--- src/hdl/pstd_pkg.sv ---
package pstd_pkg;

    // Sample and result formats.
    localparam int SAMPLE_BITS      = 24;
    localparam int DB_FRACTION_BITS = 7;
    localparam int LEVEL_BITS       = 16;

    // Power word, exponent and normalization widths.
    localparam int PW_BITS   = 2 * SAMPLE_BITS;
    localparam int EXP_BITS  = $clog2(PW_BITS);
    localparam int Q_FRAC    = 30;
    localparam int MANT_BITS = Q_FRAC + 1;
    localparam int NORM_BITS = (PW_BITS > MANT_BITS) ? PW_BITS : MANT_BITS;
    localparam int SHIFT_BITS = $clog2(NORM_BITS);

    // dB result width before the offset is added.
    localparam int TERM_BITS = 40;
    localparam int DB_BITS   = TERM_BITS - (Q_FRAC - DB_FRACTION_BITS);

    // Fixed-point constants in Q30.
    localparam logic [MANT_BITS-1:0] QONE      = MANT_BITS'(64'd1073741824);
    localparam logic [MANT_BITS-1:0] C_SEVENTH = MANT_BITS'(64'd153391689);
    localparam logic [MANT_BITS-1:0] C_FIFTH   = MANT_BITS'(64'd214748365);
    localparam logic [MANT_BITS-1:0] C_THIRD   = MANT_BITS'(64'd357913941);
    localparam logic [33:0]          K_LOGM    = 34'd9326402983;
    localparam logic [31:0]          K_LOG2    = 32'd3232284966;

    // Configuration register indexes.
    localparam int CFG_INDEX_BITS = 1;
    localparam logic [CFG_INDEX_BITS-1:0] REG_DB_OFFSET = 1'b0;
    localparam logic [CFG_INDEX_BITS-1:0] REG_DB_FLOOR  = 1'b1;
    localparam logic signed [LEVEL_BITS-1:0] DB_FLOOR_RESET = -16'sd30720;

    typedef struct packed {
        logic signed [SAMPLE_BITS-1:0] bin_real;
        logic signed [SAMPLE_BITS-1:0] bin_imag;
        logic                          last_bin;
    } bin_t;

    typedef struct packed {
        logic signed [LEVEL_BITS-1:0] level_db;
        logic                         frame_end;
    } level_t;

    typedef struct packed {
        logic signed [LEVEL_BITS-1:0] db_offset;
        logic signed [LEVEL_BITS-1:0] db_floor;
    } cfg_t;

    // Word passed from the front end to the back end.
    typedef struct packed {
        logic [MANT_BITS-1:0] mant;
        logic [EXP_BITS-1:0]  expo;
        logic                 zero;
        logic                 last;
    } norm_t;

endpackage

--- src/hdl/pstd_queue.sv ---
module pstd_queue (
    input  logic             clk,
    input  logic             rst_n,
    input  logic             push,
    input  pstd_pkg::norm_t  push_word,
    output logic             full,
    input  logic             pop,
    output logic             not_empty,
    output pstd_pkg::norm_t  pop_word
);

    localparam int DEPTH = 4;
    localparam int AW    = $clog2(DEPTH);

    pstd_pkg::norm_t mem [DEPTH];
    logic [AW-1:0]   wp_reg, rp_reg;
    logic [AW:0]     cnt_reg;

    assign full      = (cnt_reg == (AW+1)'(DEPTH));
    assign not_empty = (cnt_reg != '0);
    assign pop_word  = mem[rp_reg];

    always_ff @(posedge clk or negedge rst_n)
    begin
        if (!rst_n)
        begin
            wp_reg  <= '0;
            rp_reg  <= '0;
            cnt_reg <= '0;
        end
        else
        begin
            if (push)
            begin
                wp_reg <= wp_reg + AW'(1);
            end
            if (pop)
            begin
                rp_reg <= rp_reg + AW'(1);
            end
            if (push && !pop)
            begin
                cnt_reg <= cnt_reg + (AW+1)'(1);
            end
            else if (pop && !push)
            begin
                cnt_reg <= cnt_reg - (AW+1)'(1);
            end
        end
    end

    always_ff @(posedge clk)
    begin
        if (push)
        begin
            mem[wp_reg] <= push_word;
        end
    end

endmodule

--- config.mk ---
export PLATFORM = sky130hd
export DESIGN_NAME = pstd_queue
export DESIGN_NICKNAME = d
export VERILOG_FILES = /design/src/hdl/pstd_pkg.sv /design/src/hdl/pstd_queue.sv
export SDC_FILE = /design/constraint.sdc
export NUM_CORES = 1
export LEC_CHECK = 0
export BUFFER_PORTS_ARGS = -buffer_cell sky130_fd_sc_hd__buf_4
export CORE_MARGIN = 4
export CORE_UTILIZATION = 25
export CTS_CLUSTER_SIZE = 14
export DETAILED_ROUTE_END_ITERATION = 10
export HOLD_SLACK_MARGIN = 0.06
export PLACE_DENSITY_LB_ADDON = 0.1
export SYNTH_ARGS = -nofsm -noshare
export SYNTH_HDL_FRONTEND = slang
export SYNTH_SLANG_ARGS = --single-unit
--- constraint.sdc ---
create_clock -name clk -period 5.86 [get_ports clk]
set_input_delay 1.172 -clock clk [delete_from_list [all_inputs] [get_ports clk]]
set_output_delay 1.172 -clock clk [all_outputs]
set_load 0.01 [all_outputs]
==> reports/results.ini <==
[detailed_routing]
drtPass1Iterations = 3
vias = 2675
vias_per_cell = 4.00
drt_first_iter_violations = 171
drc = 0
ant_nets = 0
wirelength_um = 12400
wl_per_cell_um = 18.6

[logic_synthesis]
synthCells = 238
ys_seq_area_share_pct = 80.1
synth_fp_nets = 287
ys_types = 19
synth_area_um2 = 6070
synth.yosys.warnings = 0
synth_area_per_cell_um2 = 25.5
ys_ff_latch = 163

[timing]
report.final.hold_viol_count = 0
min_period_ns = 3.43
fmax_ghz = 0.291
rsz0062_at_grt = false
tns_ns = 0
slew_headroom_pct = 39.5
fin_crit_sh_pct = 58.6
worstMarginPinSlew_ns = 0.907
fin_skew_ns = 0.0122
setup_viol = 0
final-max-slew-violation-count = 0

[die]
dieArea_um2 = 26800
start_util_pct = 25.6
coreArea_um2 = 23700
fp.dieW_um = 164
fp-row-count = 56
pin_count = 84
chipHeight_um = 164

[outcome]
outcome = finished, final reports clean

[layout]
drive_gt1_share_pct = 45.6
fin_util_pct = 31.9
n_antenna_cell = 0
fillers = 2328
nNetsFinal = 385
largest_reg_flops = 156
syn2layout_area_growth_pct = 24.3
final_cell_area_um2 = 7540
multi_input_area_um2 = 1090
seq_area_um2 = 4860

[global_routing]
grt_max_degree = 42
gr-total-overflow = 0
grt_usage_pct = 9.76
grt_pass1_vias = 3156
antenna_found_initial = 0
grt_pass1_wl_um = 18800

[power_and_ir_drop]
p_leak_nw = 2.55
peakVddDrop_mv = 0.210
powerDensity_nw_per_um2 = 490

[clock_tree]
cts_tree = yes
cts_setup_buffers = 0
cts-resized-gates = 0
cts_root_buffer = clkbuf_16
cts_hold_buf = 0
clkLatencyLatePin_ns = 0.42
clkTransAtPathRegs_ns = 0.07
cts_buffers = 17
cts.sinks = 163
ctsHtreeMaxLevel = 4
cts_max_path_buffers = 2

[critical_path]
endpoint_kind = primary output
worst-setup-path-type = reg -> out
worstPathArrival_ns = 2.26
critical_path.top_delay_family = flip-flops
worstSetupStartpointType = flip-flop
crit_slowest_cell = dfrtp_4
critical_path.cell_chain = mux4_2 -> buf_4
cp_num_buf_inv = 1
slowest_delay_ns = 1.03
required_ns = 4.69
path_max_fanout = 41

[placement]
place.gp.congestion = 0.634
postPlaceCellArea_um2 = 7030
hpwl_um = 7230
io_buffers = 83

[run]
drv_cap = 0

[worst_hold_path]
hp-class = reg -> reg

==> power by group <==
group	internal [mW]	leakage [nW]	switching (mW)
clock network	0.536	0.248	0.440
logic	0.555	0.791	0.466
registers	1.53	1.51	0.171
total	2.62	2.55	1.08
==> placed cells by master, fill, tap and decap left out, types with 2 or more instances in the layout <==
| cell | n |
|---|---|
| mux4_2 | 38 |
| inv_1 | 4 |
| buf_4 | 88 |
| clkinv_2 | 2 |
| edfxtp_1 | 156 |
| xnor2_1 | 2 |
| clkinv_1 | 5 |
| nand2_1 | 2 |
| clkinvlp_4 | 2 |
| clkinv_4 | 3 |
| and2_2 | 4 |
| xor2_1 | 4 |
| ha_1 | 5 |
| clkbuf_16 | 17 |
| inv_6 | 2 |
| dfrtp_1 | 5 |
==> path summary, 6_finish.rpt <==
| check | startpoint | end | slack, ns | depth (start not counted) |
|---|---|---|---|---|
| worst max-delay path | rp_reg[0] | pop_word[32] | 2.43 | 2 |
| min in group asynchronous | rst_n | cnt_reg[1] | 0.56 | 1 |
| worst max register to register | wp_reg[1] | mem[1][25] | 3.91 | 4 |
| worst min register to register | cnt_reg[2] | cnt_reg[2] | 0.49 | 1 |
| max in group asynchronous | rst_n | rp_reg[0] | 5.14 | 1 |
| worst min-delay path | cnt_reg[2] | cnt_reg[2] | 0.49 | 1 |
==> cells in the mapped netlist <==
cell | number | area share, %
edfxtp_1 | 156 | 77
mux4_2 | 38 | 14
dfrtp_1 | 7 | 2.9
ha_1 | 5 | 1.0
and2_1 | 4 | 0.41
buf_12 | 4 | 1.3
buf_2 | 4 | 0.33
inv_1 | 4 | 0.25
xor2_1 | 4 | 0.58
nand2_1 | 2 | 0.12
xnor2_1 | 2 | 0.29
buf_6 | 1 | 0.19
fa_1 | 1 | 0.33
mux2_2 | 1 | 0.19
mux4_1 | 1 | 0.43
nor2_1 | 1 | 0.062
nor3b_1 | 1 | 0.12
o21ai_0 | 1 | 0.082
or3_1 | 1 | 0.10
==> per-layer routing <==
metal  GRT usage, %  vias up  routed length, um
li1               -     1193                  -
met1           11.8     1408               5370
met2           15.9       64               6150
met3           4.02       10                751
met4           3.09        0                131
met5              0        -                  0
==> cell type report <==
cell class	count	area share [%]
flip-flops and latches	163	64.5
multi-input cells	62	14.4
repair buffers	88	8.76
clock buffers	18	5.69
well taps	319	5.29
clock inverters	14	1.16
inverters	4	0.199
==> worst reg2reg max path, stage by stage (launching register included) <==
cell     delay [ns]
dfrtp_1        0.40
inv_1          0.10
ha_1           0.14
and2_2         0.48
buf_4          0.47
==> metrics by stage <==
step | worst slack [ns] | total power [mW] | cells | hold WS, ns
after floorplan | 3.34 | 2.33 | 238 | 0.449
after global placement | 2.77 | 2.80 | 636 | 0.467
after detailed placement | 2.77 | 2.81 | 636 | 0.482
after CTS | 2.31 | 3.80 | 668 | 0.493
after global routing | 2.23 | 3.92 | 668 | 0.518
final | 2.43 | 3.70 | 668 | 0.493
==> cells by family after synthesis <==
| kind of cell | count (synthesis) | share of synthesized area [%] |
|---|---|---|
| AOI/OAI and AO/OA | 1 | 0.0824 |
| xor gates and xnor gates | 6 | 0.866 |
| adders and majority gates | 6 | 1.36 |
| buffers and inverters | 13 | 2.08 |
| DFF | 163 | 80.1 |
| muxes | 40 | 14.7 |
| and+or+nand+nor | 9 | 0.825 |
Note: power is estimated with default switching activity, not from simulation.
