### src/hdl/pstd_pkg.sv
package pstd_pkg;

    // Sample and result formats.
    localparam int SAMPLE_BITS      = 24;
    localparam int DB_FRACTION_BITS = 7;
    localparam int LEVEL_BITS       = 16;

    // Power word, exponent and normalization widths.
    localparam int PW_BITS   = 2 * SAMPLE_BITS;
    localparam int EXP_BITS  = $clog2(PW_BITS);
    localparam int Q_FRAC    = 30;
    localparam int MANT_BITS = Q_FRAC + 1;
    localparam int NORM_BITS = (PW_BITS > MANT_BITS) ? PW_BITS : MANT_BITS;
    localparam int SHIFT_BITS = $clog2(NORM_BITS);

    // dB result width before the offset is added.
    localparam int TERM_BITS = 40;
    localparam int DB_BITS   = TERM_BITS - (Q_FRAC - DB_FRACTION_BITS);

    // Fixed-point constants in Q30.
    localparam logic [MANT_BITS-1:0] QONE      = MANT_BITS'(64'd1073741824);
    localparam logic [MANT_BITS-1:0] C_SEVENTH = MANT_BITS'(64'd153391689);
    localparam logic [MANT_BITS-1:0] C_FIFTH   = MANT_BITS'(64'd214748365);
    localparam logic [MANT_BITS-1:0] C_THIRD   = MANT_BITS'(64'd357913941);
    localparam logic [33:0]          K_LOGM    = 34'd9326402983;
    localparam logic [31:0]          K_LOG2    = 32'd3232284966;

    // Configuration register indexes.
    localparam int CFG_INDEX_BITS = 1;
    localparam logic [CFG_INDEX_BITS-1:0] REG_DB_OFFSET = 1'b0;
    localparam logic [CFG_INDEX_BITS-1:0] REG_DB_FLOOR  = 1'b1;
    localparam logic signed [LEVEL_BITS-1:0] DB_FLOOR_RESET = -16'sd30720;

    typedef struct packed {
        logic signed [SAMPLE_BITS-1:0] bin_real;
        logic signed [SAMPLE_BITS-1:0] bin_imag;
        logic                          last_bin;
    } bin_t;

    typedef struct packed {
        logic signed [LEVEL_BITS-1:0] level_db;
        logic                         frame_end;
    } level_t;

    typedef struct packed {
        logic signed [LEVEL_BITS-1:0] db_offset;
        logic signed [LEVEL_BITS-1:0] db_floor;
    } cfg_t;

    // Word passed from the front end to the back end.
    typedef struct packed {
        logic [MANT_BITS-1:0] mant;
        logic [EXP_BITS-1:0]  expo;
        logic                 zero;
        logic                 last;
    } norm_t;

endpackage

### src/hdl/pstd_front.sv
module pstd_front (
    input  logic             clk,
    input  logic             rst_n,
    input  logic             in_valid,
    output logic             in_stall,
    input  pstd_pkg::bin_t   in_word,
    output logic             push,
    output pstd_pkg::norm_t  push_word,
    input  logic             full
);

    localparam int S  = pstd_pkg::SAMPLE_BITS;
    localparam int PW = pstd_pkg::PW_BITS;
    localparam int EW = pstd_pkg::EXP_BITS;
    localparam int NW = pstd_pkg::NORM_BITS;
    localparam int SW = pstd_pkg::SHIFT_BITS;
    localparam int MW = pstd_pkg::MANT_BITS;

    logic          en;
    logic          v1_reg, v2_reg, v3_reg, v4_reg, v5_reg;
    logic [S-1:0]  mre_reg, mim_reg;
    logic          l1_reg, l2_reg, l3_reg, l4_reg;
    logic [PW-1:0] sqr_reg, sqi_reg;
    logic [PW-1:0] pw3_reg, pw4_reg;
    logic          z3_reg, z4_reg;
    logic [EW-1:0] e4_reg;
    logic [EW-1:0] e_next;
    logic [S-1:0]  mre_next, mim_next;
    logic [SW-1:0] sh;
    logic [NW-1:0] norm;
    pstd_pkg::norm_t w5_reg, w5_next;

    // The whole front pipeline holds when its last word cannot enter the queue.
    assign en       = !(v5_reg && full);
    assign in_stall = !en;
    assign push     = v5_reg && !full;
    assign push_word = w5_reg;

    assign mre_next = in_word.bin_real[S-1] ? (~in_word.bin_real + S'(1)) : in_word.bin_real;
    assign mim_next = in_word.bin_imag[S-1] ? (~in_word.bin_imag + S'(1)) : in_word.bin_imag;

    always_comb
    begin
        e_next = '0;
        for (int i = 0; i < PW; i++)
        begin
            if (pw3_reg[i])
            begin
                e_next = EW'(i);
            end
        end
    end

    always_comb
    begin
        sh   = SW'(NW - 1) - SW'(e4_reg);
        norm = NW'(pw4_reg) << sh;
        w5_next.mant = z4_reg ? pstd_pkg::QONE : norm[NW-1 -: MW];
        w5_next.expo = e4_reg;
        w5_next.zero = z4_reg;
        w5_next.last = l4_reg;
    end

    always_ff @(posedge clk or negedge rst_n)
    begin
        if (!rst_n)
        begin
            v1_reg <= 1'b0;
            v2_reg <= 1'b0;
            v3_reg <= 1'b0;
            v4_reg <= 1'b0;
            v5_reg <= 1'b0;
        end
        else if (en)
        begin
            v1_reg <= in_valid;
            v2_reg <= v1_reg;
            v3_reg <= v2_reg;
            v4_reg <= v3_reg;
            v5_reg <= v4_reg;
        end
    end

    always_ff @(posedge clk)
    begin
        if (en)
        begin
            mre_reg <= mre_next;
            mim_reg <= mim_next;
            l1_reg  <= in_word.last_bin;
            sqr_reg <= PW'(mre_reg) * PW'(mre_reg);
            sqi_reg <= PW'(mim_reg) * PW'(mim_reg);
            l2_reg  <= l1_reg;
            pw3_reg <= sqr_reg + sqi_reg;
            z3_reg  <= (sqr_reg == '0) && (sqi_reg == '0);
            l3_reg  <= l2_reg;
            pw4_reg <= pw3_reg;
            e4_reg  <= e_next;
            z4_reg  <= z3_reg;
            l4_reg  <= l3_reg;
            w5_reg  <= w5_next;
        end
    end

endmodule

### config.mk
export PLATFORM = sky130hd
export DESIGN_NAME = pstd_front
export DESIGN_NICKNAME = d
export VERILOG_FILES = /design/src/hdl/pstd_pkg.sv /design/src/hdl/pstd_front.sv
export SDC_FILE = /design/constraint.sdc
export NUM_CORES = 2
export LEC_CHECK = 0
export ABC_AREA = 1
export BUFFER_PORTS_ARGS = -buffer_cell sky130_fd_sc_hd__buf_2
export CORE_MARGIN = 5
export CORE_UTILIZATION = 45
export DETAILED_ROUTE_END_ITERATION = 12
export PLACE_DENSITY = 0.68
export SLEW_MARGIN = 20
export SYNTH_ARGS = -nofsm -noshare
export SYNTH_HDL_FRONTEND = slang
export SYNTH_SLANG_ARGS = --single-unit
### constraint.sdc
create_clock -name clk -period 9.31 [get_ports clk]
set_clock_uncertainty 0.1 [all_clocks]
set_input_delay 0 -clock clk [delete_from_list [all_inputs] [get_ports clk]]
set_output_delay 0 -clock clk [all_outputs]
set_load 0.02 [all_outputs]
==> impl_metrics.csv <==
group,metric,value,unit
status,status,"finished, final reports clean",
yosys,netlist_instances,5276,
floorplanning,fp.dieW,334.0,um
setup_path,crit_path_end_kind,"flip-flop",
clocking,cts_buffers,34,
setup_path,required,9520,ps
yosys,synth-edff-count,289,
finish,final_cell_mix,"inv_1 (1548), nand2_1 (994), fa_1 (845), ha_1 (400), edfxtp_1 (289)",
setup_path,worstSetupStartpoint,"mim_reg[5]$_DFFE_PN_",
global_routing,grt_pass1_vias,35970,
setup_path,crit_end,"sqi_reg[45]$_DFFE_PN_",
yosys,ys_seq_area_frac,0.1863,
global_routing,grt_max_degree,91,
placement,place.gp.congestion,0.8922,
finish,layout_commonest_cell,"inv_1",
routing,drtIter0Drc,2099,
placement,hpwl,87240,um
finish,areaGrowthSynthToFinish,8.851,%
routing,vias,33490,
floorplanning,core-area,103900,sq um
sta,timing.setup.tns,0,ps
yosys,yosysWarningCount,0,
placement,place_area,49160,sq um
yosys,synth_top_area_share,0.3581,
setup_path,r2r_start,"mim_reg[5]$_DFFE_PN_",
global_routing,grt_pass1_wl,180800,um
setup_path,cpMostUsedCell,"nand2_1",
clocking,clk_pin_slew,70,ps
placement,port-buffer-count,93,
floorplanning,num_rows,118,
global_routing,antenna_found_initial,0,
floorplanning,io_pins,94,
yosys,ys_types,59,
job,max_cap_violations,0,
sta,maxSlewViolCount,0,
clocking,post_cts_resized,0,
floorplanning,die_y,334.0,um
setup_path,crit_fanout,24,
routing,post_drt_wl_per_cell,15.90,um
yosys,synthFlopType,"edfxtp_1",
routing,via_per_inst,4.927,
setup_path,crit_arrival,8090,ps
yosys,syn-cell-area,47240,sq um
sta,relSlewSlack,0.2484,
setup_path,timing.rr.end,"sqi_reg[45]$_DFFE_PN_",
setup_path,ff2ff_path_depth,34,
hold_path,holdPathStages,2,
clocking,clock-sinks,294,
finish,register_area,8803,sq um
clocking,cts_tree,"done",
global_routing,grt-ovfl-total,0,
yosys,synth_area_leaders,"fa_1 (36%), edfxtp_1 (18%), inv_1 (12%), ha_1 (11%), nand2_1 (7.9%)",
sta,max_freq,0.1269,GHz
clocking,cts_buffer_depth,3,
finish,stdcell_area,51420,sq um
setup_path,r2r_slack,1430,ps
yosys,syn-num-nets,6574,
routing,first_pass_iters,8,
setup_path,cp-start-kind,"flip-flop",
yosys,yosys_register_bits,294,
finish,fin_nets,6691,
yosys,ys_async_sr_fraction,0.01701,
floorplanning,start_util,0.4545,
routing,totalWireLength,108100,um
routing,route.detailed.drc,0,
sta,rsz0062_at_grt,"no",
global_routing,grtUsageTotal,0.1979,
floorplanning,dieArea,111600,sq um
yosys,synth_top_area_cell,"fa_1",
setup_path,path_class,"flip-flop to flip-flop",
finish,multi_input_area,32070,sq um
routing,antenna_left,0,
finish,drive_gt1_frac,0.05298,
setup_path,crit_path_top_delay_cell,"edfxtp_1",
finish,nFillCells,9556,
hold_path,hp-class,"primary input to flip-flop",
sta,hold_viol,0,
clocking,clk_latency,570,ps
sta,setup_viol,0,
yosys,avgSynthCellArea,8.954,sq um
sta,max_slew.worst_pin.slew,1127,ps
sta,min_period,7880,ps
sta,fin_crit_sh,0.8464,
setup_path,slowest_delay,1060,ps
clocking,cts_root_buf,"clkbuf_16",
clocking,h-tree-depth,2,
[stage by stage]
step	cells	utilization	setup slack [ps]	hold slack, ps
detailed placement	6638	0.4730	1421	-275.7
floorplan	5276	-	687.9	-395.6
finish	6798	0.4948	1430	62.26
global placement	6638	0.4730	1563	-279.7
global route	6797	0.4947	985.3	58.60
CTS	6790	0.4932	1411	39.41
[layer usage]
layer | GRT usage | vias up | wire length (um)
li1 | - | 15930 | -
met4 | 0.05667 | 0 | 3168
met1 | 0.2515 | 16540 | 44210
met3 | 0.01830 | 184 | 4891
met5 | 0 | - | 0
met2 | 0.3612 | 831 | 55840
[kinds of logic (layout without fill, tap and decap cells)]
logic type / count (synthesis) / after routing / share of synthesized area
buffers and inverters: 1700 / 1841 / 0.1351
AND/OR/NAND/NOR: 1373 / 1373 / 0.1181
adder cells (fa/ha/maj): 1245 / 1245 / 0.4640
AO/OA/AOI/OAI: 454 / 454 / 0.05702
flip-flops: 294 / 294 / 0.1863
XOR/XNOR: 196 / 196 / 0.03650
multiplexers: 14 / 14 / 0.002966
other: 0 / 1 / 0
[worst max-delay path, delay by kind of cell, from the launching register on]
| kind | cells | cell delay, ps |
|---|---|---|
| simple gates | 17 | 1560 |
| compound gates | 5 | 760 |
| fa+ha+maj | 8 | 3770 |
| buf+inv | 3 | 180 |
| flops | 1 | 1060 |
| xor+xnor | 1 | 160 |
[how the worst min path moves through the flow]
stage	startpoint	to	slack, ps
2_1_floorplan	rst_n	v1_reg$_DFFE_PN0N_	-400
3_3_place_gp	rst_n	v1_reg$_DFFE_PN0N_	-280
3_5_place_dp	rst_n	v1_reg$_DFFE_PN0N_	-280
4_1_cts	in_word[0]	l1_reg$_DFFE_PN_	40
5_1_grt	in_word[0]	l1_reg$_DFFE_PN_	60
6_report	in_word[0]	l1_reg$_DFFE_PN_	60
[cell type report]
cell class / instances / share of cell area
sequential: 294 / 0.1712
inverter: 1552 / 0.1133
clock buffer: 39 / 0.01732
timing repair buffer: 229 / 0.03545
clock inverter: 21 / 0.005572
antenna: 1 / 0.00004866
tap: 1380 / 0.03358
multi-input combinational: 3282 / 0.6236
[synthesized netlist by cell type (28+ instances only)]
cell / number
nor4_1: 28
nand2_1: 995
nor2_1: 186
a21oi_1: 173
xor2_1: 128
edfxtp_1: 289
inv_1: 1549
o21ai_0: 155
ha_1: 400
fa_1: 845
clkbuf_1: 142
xnor2_1: 67
nand3_1: 70
[timing repair]
action	in CTS	in global routing
buffers inserted	0	0
endpoints found under the hold margin	59	0
hold buffers	92	0
Power is left out: the tool's default activity adds up to more than one toggle a clock period on the data nets, which glitch-free logic cannot reach.
